<file path="config.mk">
export PLATFORM = sky130hd
export DESIGN_NAME = link_bringup_sequencer
export DESIGN_NICKNAME = d
export VERILOG_FILES = /design/src/rtl/core/lbs_pkg.sv /design/src/rtl/core/lbs_cfg.sv /design/src/rtl/core/lbs_step.sv /design/src/rtl/core/link_bringup_sequencer.sv
export VERILOG_INCLUDE_DIRS = /design/src /design/src/rtl/core
export SDC_FILE = /design/constraint.sdc
export NUM_CORES = 1
export LEC_CHECK = 0
export BUFFER_PORTS_ARGS = -buffer_cell sky130_fd_sc_hd__clkbuf_2
export CORE_MARGIN = 8
export CORE_UTILIZATION = 33
export DETAILED_ROUTE_END_ITERATION = 16
export GPL_TIMING_DRIVEN = 0
export REMOVE_ABC_BUFFERS = 1
export SETUP_SLACK_MARGIN = 0.4
export SKIP_CTS_REPAIR_TIMING = 1
export SYNTH_ARGS = -nofsm -noshare
export SYNTH_HDL_FRONTEND = slang
export SYNTH_SLANG_ARGS = --single-unit
</file>
<file path="constraint.sdc">
create_clock -name clk -period 7 [get_ports clk]
set_input_delay 1.4 -clock clk [delete_from_list [all_inputs] [get_ports clk]]
set_output_delay 1.4 -clock clk [all_outputs]
set_load 0.02 [all_outputs]
</file>
<file path="src/rtl/core/link_bringup_sequencer_defines.svh">
// ----------------------------------------------------------------------------
// Link bring-up sequencer: assertion macros
// Concurrent checks clocked on clk, disabled while rst_n is low.
// ----------------------------------------------------------------------------
`ifndef LINK_BRINGUP_SEQUENCER_DEFINES_SVH
`define LINK_BRINGUP_SEQUENCER_DEFINES_SVH

`ifndef SYNTHESIS
`define LBS_ASSERT(label, prop) \
  label: assert property (@(posedge clk) disable iff (!rst_n) (prop)) \
    else $error("link bring-up sequencer check failed");
`define LBS_ASSERT_IMPL(label, ante, cons) \
  `LBS_ASSERT(label, (ante) |-> (cons))
`else
`define LBS_ASSERT(label, prop)
`define LBS_ASSERT_IMPL(label, ante, cons)
`endif

`endif

</file>
<file path="src/rtl/core/lbs_pkg.sv">
// ----------------------------------------------------------------------------
// Link bring-up sequencer package
// Phase, status and command codes, register indexes and shared types.
// ----------------------------------------------------------------------------
`default_nettype none

package lbs_pkg;

  localparam int unsigned TimeW = 32;

  // phase codes
  localparam logic [2:0] PH_CONFIG      = 3'd0;
  localparam logic [2:0] PH_WAIT_CONN   = 3'd1;
  localparam logic [2:0] PH_WAIT_PAIR   = 3'd2;
  localparam logic [2:0] PH_TRANSPARENT = 3'd3;
  localparam logic [2:0] PH_WAIT_TRANSP = 3'd4;
  localparam logic [2:0] PH_LINKED      = 3'd5;

  // module status codes
  localparam logic [1:0] ST_IDLE      = 2'd0;
  localparam logic [1:0] ST_CONNECTED = 2'd1;
  localparam logic [1:0] ST_TRANSP    = 2'd2;

  // command codes
  localparam logic [1:0] CMD_NONE      = 2'd0;
  localparam logic [1:0] CMD_AUTOCONN  = 2'd1;
  localparam logic [1:0] CMD_RESET     = 2'd2;
  localparam logic [1:0] CMD_TRANSP_EN = 2'd3;

  // register indexes
  localparam logic [1:0] REG_CONNECT_TO = 2'd0;
  localparam logic [1:0] REG_PAIR_TO    = 2'd1;
  localparam logic [1:0] REG_TRANSP_TO  = 2'd2;

  localparam logic [TimeW-1:0] CONNECT_TO_RST = 32'd60000;
  localparam logic [TimeW-1:0] PAIR_TO_RST    = 32'd10000;
  localparam logic [TimeW-1:0] TRANSP_TO_RST  = 32'd5000;

  typedef struct packed {
    logic [TimeW-1:0] connect_to;
    logic [TimeW-1:0] pair_to;
    logic [TimeW-1:0] transp_to;
  } lbs_limits_t;

  typedef struct packed {
    logic [2:0]       phase;
    logic [TimeW-1:0] wait_start;
    logic             green;
  } lbs_state_t;

  typedef struct packed {
    logic       green;
    logic       enabled;
    logic [2:0] phase;
    logic [1:0] command;
  } lbs_result_t;

endpackage

`default_nettype wire

</file>
<file path="src/rtl/core/lbs_cfg.sv">
// ----------------------------------------------------------------------------
// Link bring-up sequencer: timeout registers
// Three wait limits, written one transaction at a time; unknown index ignored.
// ----------------------------------------------------------------------------
`default_nettype none

module lbs_cfg (
  input  wire logic                       clk,
  input  wire logic                       rst_n,
  input  wire logic                       cfg_valid,
  input  wire logic [1:0]                 cfg_index,
  input  wire logic [lbs_pkg::TimeW-1:0]  cfg_data,
  output lbs_pkg::lbs_limits_t            limits
);
  import lbs_pkg::*;

  lbs_limits_t limits_r;

  always_ff @(posedge clk) begin
    if (!rst_n) begin
      limits_r.connect_to <= CONNECT_TO_RST;
      limits_r.pair_to    <= PAIR_TO_RST;
      limits_r.transp_to  <= TRANSP_TO_RST;
    end else if (cfg_valid) begin
      unique case (cfg_index)
        REG_CONNECT_TO: limits_r.connect_to <= cfg_data;
        REG_PAIR_TO:    limits_r.pair_to    <= cfg_data;
        REG_TRANSP_TO:  limits_r.transp_to  <= cfg_data;
        default: ;
      endcase
    end
  end

  assign limits = limits_r;

endmodule

`default_nettype wire

</file>
<file path="src/rtl/core/lbs_step.sv">
// ----------------------------------------------------------------------------
// Link bring-up sequencer: poll step
// Next phase, wait start, indicator and command for one poll.
// ----------------------------------------------------------------------------
`default_nettype none

module lbs_step (
  input  wire logic [lbs_pkg::TimeW-1:0] now_ms,
  input  wire logic [1:0]                module_status,
  input  wire logic                      paired,
  input  wire lbs_pkg::lbs_limits_t      limits,
  input  wire lbs_pkg::lbs_state_t       cur,
  output lbs_pkg::lbs_state_t            nxt,
  output lbs_pkg::lbs_result_t           res
);
  import lbs_pkg::*;

  logic [2:0]       phase_in;
  logic             green_in;
  logic [TimeW-1:0] limit;
  logic [TimeW-1:0] elapsed;
  logic             expired;
  logic [1:0]       cmd;

  // idle status drops back to the start before the phase is handled
  always_comb begin
    phase_in = (module_status == ST_IDLE) ? PH_CONFIG : cur.phase;
    green_in = (module_status == ST_IDLE) ? 1'b0 : cur.green;
  end

  always_comb begin
    unique case (phase_in)
      PH_WAIT_CONN: limit = limits.connect_to;
      PH_WAIT_PAIR: limit = limits.pair_to;
      default:      limit = limits.transp_to;
    endcase
    elapsed = now_ms - cur.wait_start;  // wraps modulo 2^32
    expired = (elapsed >= limit);
  end

  always_comb begin
    nxt.phase      = phase_in;
    nxt.wait_start = cur.wait_start;
    nxt.green      = green_in;
    cmd            = CMD_NONE;
    unique case (phase_in)
      PH_WAIT_CONN: begin
        if (module_status == ST_CONNECTED) begin
          nxt.phase      = PH_WAIT_PAIR;
          nxt.wait_start = now_ms;
        end else if (expired) begin
          nxt.phase = PH_CONFIG;
          cmd       = CMD_RESET;
        end
      end
      PH_WAIT_PAIR: begin
        if (paired) begin
          nxt.phase = PH_TRANSPARENT;
        end else if (expired) begin
          nxt.phase = PH_CONFIG;
          cmd       = CMD_RESET;
        end
      end
      PH_TRANSPARENT: begin
        nxt.phase      = PH_WAIT_TRANSP;
        nxt.wait_start = now_ms;
        cmd            = CMD_TRANSP_EN;
      end
      PH_WAIT_TRANSP: begin
        if (module_status == ST_TRANSP) begin
          nxt.phase = PH_LINKED;
          nxt.green = 1'b1;
        end else if (expired) begin
          nxt.phase = PH_CONFIG;
          cmd       = CMD_RESET;
        end
      end
      PH_LINKED: ;
      default: begin
        // start of bring-up, also any unused code
        nxt.phase      = PH_WAIT_CONN;
        nxt.wait_start = now_ms;
        cmd            = CMD_AUTOCONN;
      end
    endcase
  end

  always_comb begin
    res.command = cmd;
    res.phase   = nxt.phase;
    res.enabled = (nxt.phase == PH_LINKED);
    res.green   = nxt.green;
  end

endmodule

`default_nettype wire

</file>
<file path="src/rtl/core/link_bringup_sequencer.sv">
// ----------------------------------------------------------------------------
// Link bring-up sequencer
// Polled state machine that brings a radio module up to a transparent link.
// ----------------------------------------------------------------------------
// Channel   Dir  Handshake                Payload
// in_       in   in_tvalid/in_tready      now_ms, module_status, paired
// out_      out  out_tvalid/out_tready    command, link_phase, enabled, green
// cfg_      in   cfg_valid/cfg_ready      register index, 32-bit timeout
//
// A poll transaction passes through the input register, then the result
// register, with the step logic (one 32-bit subtract and compare) between.
// One poll per cycle is sustained unless out_tready stalls the result; the
// phase register updates as each poll moves into the result register, so
// the next poll sees it straight away. A stalled result holds the input
// register; in_tready falls only then. Synchronous active-low reset clears
// the phase, wait start and indicator, and loads the default timeouts.
// ----------------------------------------------------------------------------
`default_nettype none

`include "link_bringup_sequencer_defines.svh"

module link_bringup_sequencer (
  input  wire logic        clk,
  input  wire logic        rst_n,
  // [31:0] now_ms, [33:32] module_status, [34] paired, [39:35] zero
  input  wire logic [39:0] in_tdata,
  input  wire logic        in_tvalid,
  output logic             in_tready,
  // [1:0] command, [4:2] link_phase, [5] enabled, [6] indicator_green, [7] zero
  output logic [7:0]       out_tdata,
  output logic             out_tvalid,
  input  wire logic        out_tready,
  input  wire logic        cfg_valid,
  output logic             cfg_ready,
  input  wire logic [1:0]  cfg_index,
  input  wire logic [31:0] cfg_data
);
  import lbs_pkg::*;

  logic [TimeW-1:0] now_r;
  logic [1:0]       status_r;
  logic             paired_r;
  logic             in_valid_r;
  logic             advance;

  lbs_limits_t      limits;
  lbs_state_t       state_r;
  lbs_state_t       state_nxt;
  lbs_result_t      res_nxt;
  lbs_result_t      res_r;
  logic             out_valid_r;

  assign cfg_ready = 1'b1;
  assign advance   = in_valid_r && (!out_valid_r || out_tready);
  assign in_tready = !in_valid_r || advance;

  always_ff @(posedge clk) begin
    if (!rst_n) begin
      in_valid_r <= 1'b0;
    end else if (in_tready) begin
      in_valid_r <= in_tvalid;
    end
  end

  always_ff @(posedge clk) begin
    if (in_tready && in_tvalid) begin
      now_r    <= in_tdata[31:0];
      status_r <= in_tdata[33:32];
      paired_r <= in_tdata[34];
    end
  end

  lbs_cfg u_cfg (
    .clk       (clk),
    .rst_n     (rst_n),
    .cfg_valid (cfg_valid),
    .cfg_index (cfg_index),
    .cfg_data  (cfg_data),
    .limits    (limits)
  );

  lbs_step u_step (
    .now_ms        (now_r),
    .module_status (status_r),
    .paired        (paired_r),
    .limits        (limits),
    .cur           (state_r),
    .nxt           (state_nxt),
    .res           (res_nxt)
  );

  always_ff @(posedge clk) begin
    if (!rst_n) begin
      state_r <= '0;
    end else if (advance) begin
      state_r <= state_nxt;
    end
  end

  always_ff @(posedge clk) begin
    if (!rst_n) begin
      out_valid_r <= 1'b0;
    end else if (advance) begin
      out_valid_r <= 1'b1;
    end else if (out_tready) begin
      out_valid_r <= 1'b0;
    end
  end

  always_ff @(posedge clk) begin
    if (advance) begin
      res_r <= res_nxt;
    end
  end

  assign out_tvalid = out_valid_r;
  assign out_tdata  = {1'b0, res_r.green, res_r.enabled, res_r.phase, res_r.command};

  `LBS_ASSERT(a_phase_legal, state_r.phase <= PH_LINKED)
  `LBS_ASSERT_IMPL(a_reset_to_start, out_valid_r && res_r.command == CMD_RESET,
                   res_r.phase == PH_CONFIG)
  `LBS_ASSERT_IMPL(a_green_only_linked, out_valid_r && res_r.green,
                   res_r.enabled && res_r.phase == PH_LINKED)
  `LBS_ASSERT_IMPL(a_ready_when_drained, !out_valid_r, in_tready)

endmodule

`default_nettype wire

</file>
==> summary.txt <==
Floorplanning
  • Die Footprint: around 33,000 µm²
  • Die H: between 150 and 200 µm
  • Ports: 90
  • Die X: 181 µm
  • Core area: between 20,000 and 30,000 µm²
  • Initial Utilization: 0.334
  • # rows: 60

Synth
  • Gate Count Post-Synth: around 1,100
  • Top-count cell post-synth: nand2_1
  • Top_reg_cell synth: dfxtp_1
  • Mean Syn Cell Area: 8.46 µm²
  • Post-synth top area share: 0.300
  • Post-synthesis cell type count: 60
  • EDFF count, synth: 42
  • Post-Syn Area: 8950 µm²
  • Post-synth top area cell: dfxtp_1
  • YS warnings: 0
  • Post-synthesis sequential area ratio: 0.441
  • Largest cells by area after synthesis: dfxtp_1, edfxtp_1, nand2_1
  • Top cells by count, synth: nand2_1, a21oi_1, dfxtp_1
  • Ys async rst share: 0
  • Register bit count reported by yosys: roughly 180

Final layout
  • Layout Nets: about 1,200
  • Layout cells sized above 1: 0.124
  • FILL cells: between 2,000 and 3,000
  • Diodes inserted: 0
  • Core Util, Final: 0.383
  • Area Overhead vs Synth: 14.7%

CTS
  • Clk Latency, worst-skew pair: 0.44 ns
  • Clk sinks: between 150 and 200
  • Max clock buf depth: 2
  • CTS H-tree depth: 4
  • CTS root buffer: clkbuf_16
  • Cts bufs inserted: 17
  • CTS tree: built
  • Clock slew at reported path FFs: 0.07 ns

Timing
  • Tightest Pin Transition: between 1 and 1.5 ns
  • Final number of hold-violating endpoints: 0
  • Slew Viols, Final: 0
  • Count of final setup violators: 0
  • Clk_skew: 0.0113 ns
  • Worst rel slew slack: 0.205
  • Setup_tns: 0 ns
  • Minimum clock period: around 4.8 ns
  • Fmax: ~0.21 GHz
  • Crit share post-route: 0.688
  • RSZ-0062 raised after global routing: false

Route
  • Residual DRC count: 0
  • Drt wl/cell: around 15 µm
  • Iter 0 DRT Violations: between 300 and 400
  • Via count: approximately 7,300
  • Vias/cell: roughly 5.0
  • Detail Route Antenna Nets: 0
  • Final WL: approximately 22,000 µm
  • First-pass DRT Iterations: 4

Critical path
  • Crit end category: register
  • Crit path top cell by count: a21o_1
  • Worst setup SP type: register
  • Critical path's slowest cell: fa_1
  • Critical Path Max Stage Delay: between 0.4 and 0.5 ns
  • CP Buf/Inv Count: 2
  • CP arrival: 4.98 ns
  • Critical path required time: between 7 and 8 ns
  • Crit path max fanout: 5
  • CP Class: register to register
  • Crit-path cells: inv_1 > ha_1 > inv_1 > fa_1 > a21o_1 > a221oi_2 > o22ai_2 > a21oi_1 > nor2b_1 > o21a_1 > a221oi_2 > xnor2_1 > ha_1 > a21o_1 > a21o_1 > a21o_1 > a21o_1 > a21oi_1 > o211ai_1 > a21oi_1 > o22ai_1
  • Cell family with most CP delay: compound AO/OA/AOI/OAI gates

Placement
  • Port bufs: a little over 80
  • RD Place Congestion: roughly 0.85
  • Post-DP HPWL: roughly 15,000 µm

Global route
  • GRT overflow: 0
  • Global Route Usage Sum: 0.135
  • Vias in the first global route: about 7,100
  • First-pass GRT wire length: about 36,000 µm
  • Initial antenna violation count: 1
  • Largest net degree at the start of global routing: 80

Power
  • Peak supply drop: around 0.13 mV
  • Leak: 3.96 nW
  • Pwr per Cell Area: approximately 240 nW/µm²

Status
  • Outcome: finished clean

Flow run
  • Max-cap viol count: 0

Min path
  • Min-delay worst type: register to register
==> where the power goes <==
group | internal (mW) | switching, mW | total, mW
Combinational | 0.198 | 0.280 | 0.478
Sequential | 1.09 | 0.0232 | 1.11
Clock | 0.489 | 0.434 | 0.923
Total | 1.77 | 0.737 | 2.51
==> cell usage in the layout, fill, tap and decap left out, types with 6 or more instances in the layout <==
cell type / count
a21boi_0: 35
xor2_1: 8
clkbuf_16: 18
inv_1: 41
nand4_1: 6
a31oi_1: 7
nor2_1: 87
dfxtp_1: 134
nand2_1: 225
nand2b_1: 7
a22o_1: 31
xnor2_1: 19
a21oi_1: 149
o21bai_1: 6
ha_1: 63
o21ai_0: 16
clkbuf_2: 82
a21o_1: 18
edfxtp_1: 42
nand3_1: 23
nor2b_1: 6
o21a_1: 9
==> layer usage <==
| layer | up-vias | routed length [µm] | track usage |
|---|---|---|---|
| met5 | - | 13 | 0 |
| li1 | 3749 | - | - |
| met3 | 28 | 1120 | 0.0341 |
| met2 | 141 | 10200 | 0.223 |
| met4 | 2 | 389 | 0.0453 |
| met1 | 3372 | 10200 | 0.170 |
==> tightest hold or removal path, cell delays in order, from the launching register on <==
cell	delay (ns)
dfxtp_1	0.31
nand2_1	0.05
a21oi_1	0.05
==> state kept, by name (all words and copies together) (netlist names) <==
name	flops
out_tdata	7
state_r	36
status_r	2
u_cfg.limits	96
out_tvalid	1
paired_r	1
in_valid_r	1
now_r	32
==> worst paths after layout <==
kind	start	end	slack, ns	cells after the start
worst max-delay path	now_r[0]$_DFFE_PP_	out_tdata[1]$_DFFE_PP_	2.18	21
worst min-delay path	u_cfg.limits[26]$_SDFFE_PN0P_	u_cfg.limits[26]$_SDFFE_PN0P_	0.46	2
worst max register to register	now_r[0]$_DFFE_PP_	out_tdata[1]$_DFFE_PP_	2.18	21
worst min register to register	u_cfg.limits[26]$_SDFFE_PN0P_	u_cfg.limits[26]$_SDFFE_PN0P_	0.46	2
==> per-stage QoR <==
step	instances	power, mW	hold slack (ns)	cell area [µm²]	setup WS [ns]
global placement	1423	1.60	0.442	9560	-0.357
finish	1460	2.51	0.456	10300	2.18
CTS	1460	2.54	0.457	10300	2.15
global route	1460	2.65	0.472	10300	1.75
detailed placement	1428	1.61	0.447	9690	2.18
floorplan	1000	1.47	0.436	8720	2.52
==> cell families (layout without fill, tap and decap cells) <==
family | Yosys count | in the layout | share of synthesized area
AOI/OAI and AO/OA | 302 | 302 | 0.218
xor gates and xnor gates | 27 | 27 | 0.0264
adders and majority gates | 64 | 64 | 0.0903
buffers and inverters | 101 | 163 | 0.0435
DFF | 176 | 176 | 0.441
muxes | 3 | 3 | 0.00336
other | 2 | 2 | 0.000839
and+or+nand+nor | 382 | 382 | 0.177
==> cell type report <==
type | instances | area, µm² | area share
clock inverters | 13 | 120 | 0.0117
well taps | 341 | 427 | 0.0416
inverters | 44 | 168 | 0.0163
flip-flops and latches | 176 | 3940 | 0.384
multi-input cells | 780 | 4660 | 0.454
clock buffers | 19 | 454 | 0.0443
repair buffers | 87 | 488 | 0.0475
Power figures use the tool's default switching activity.
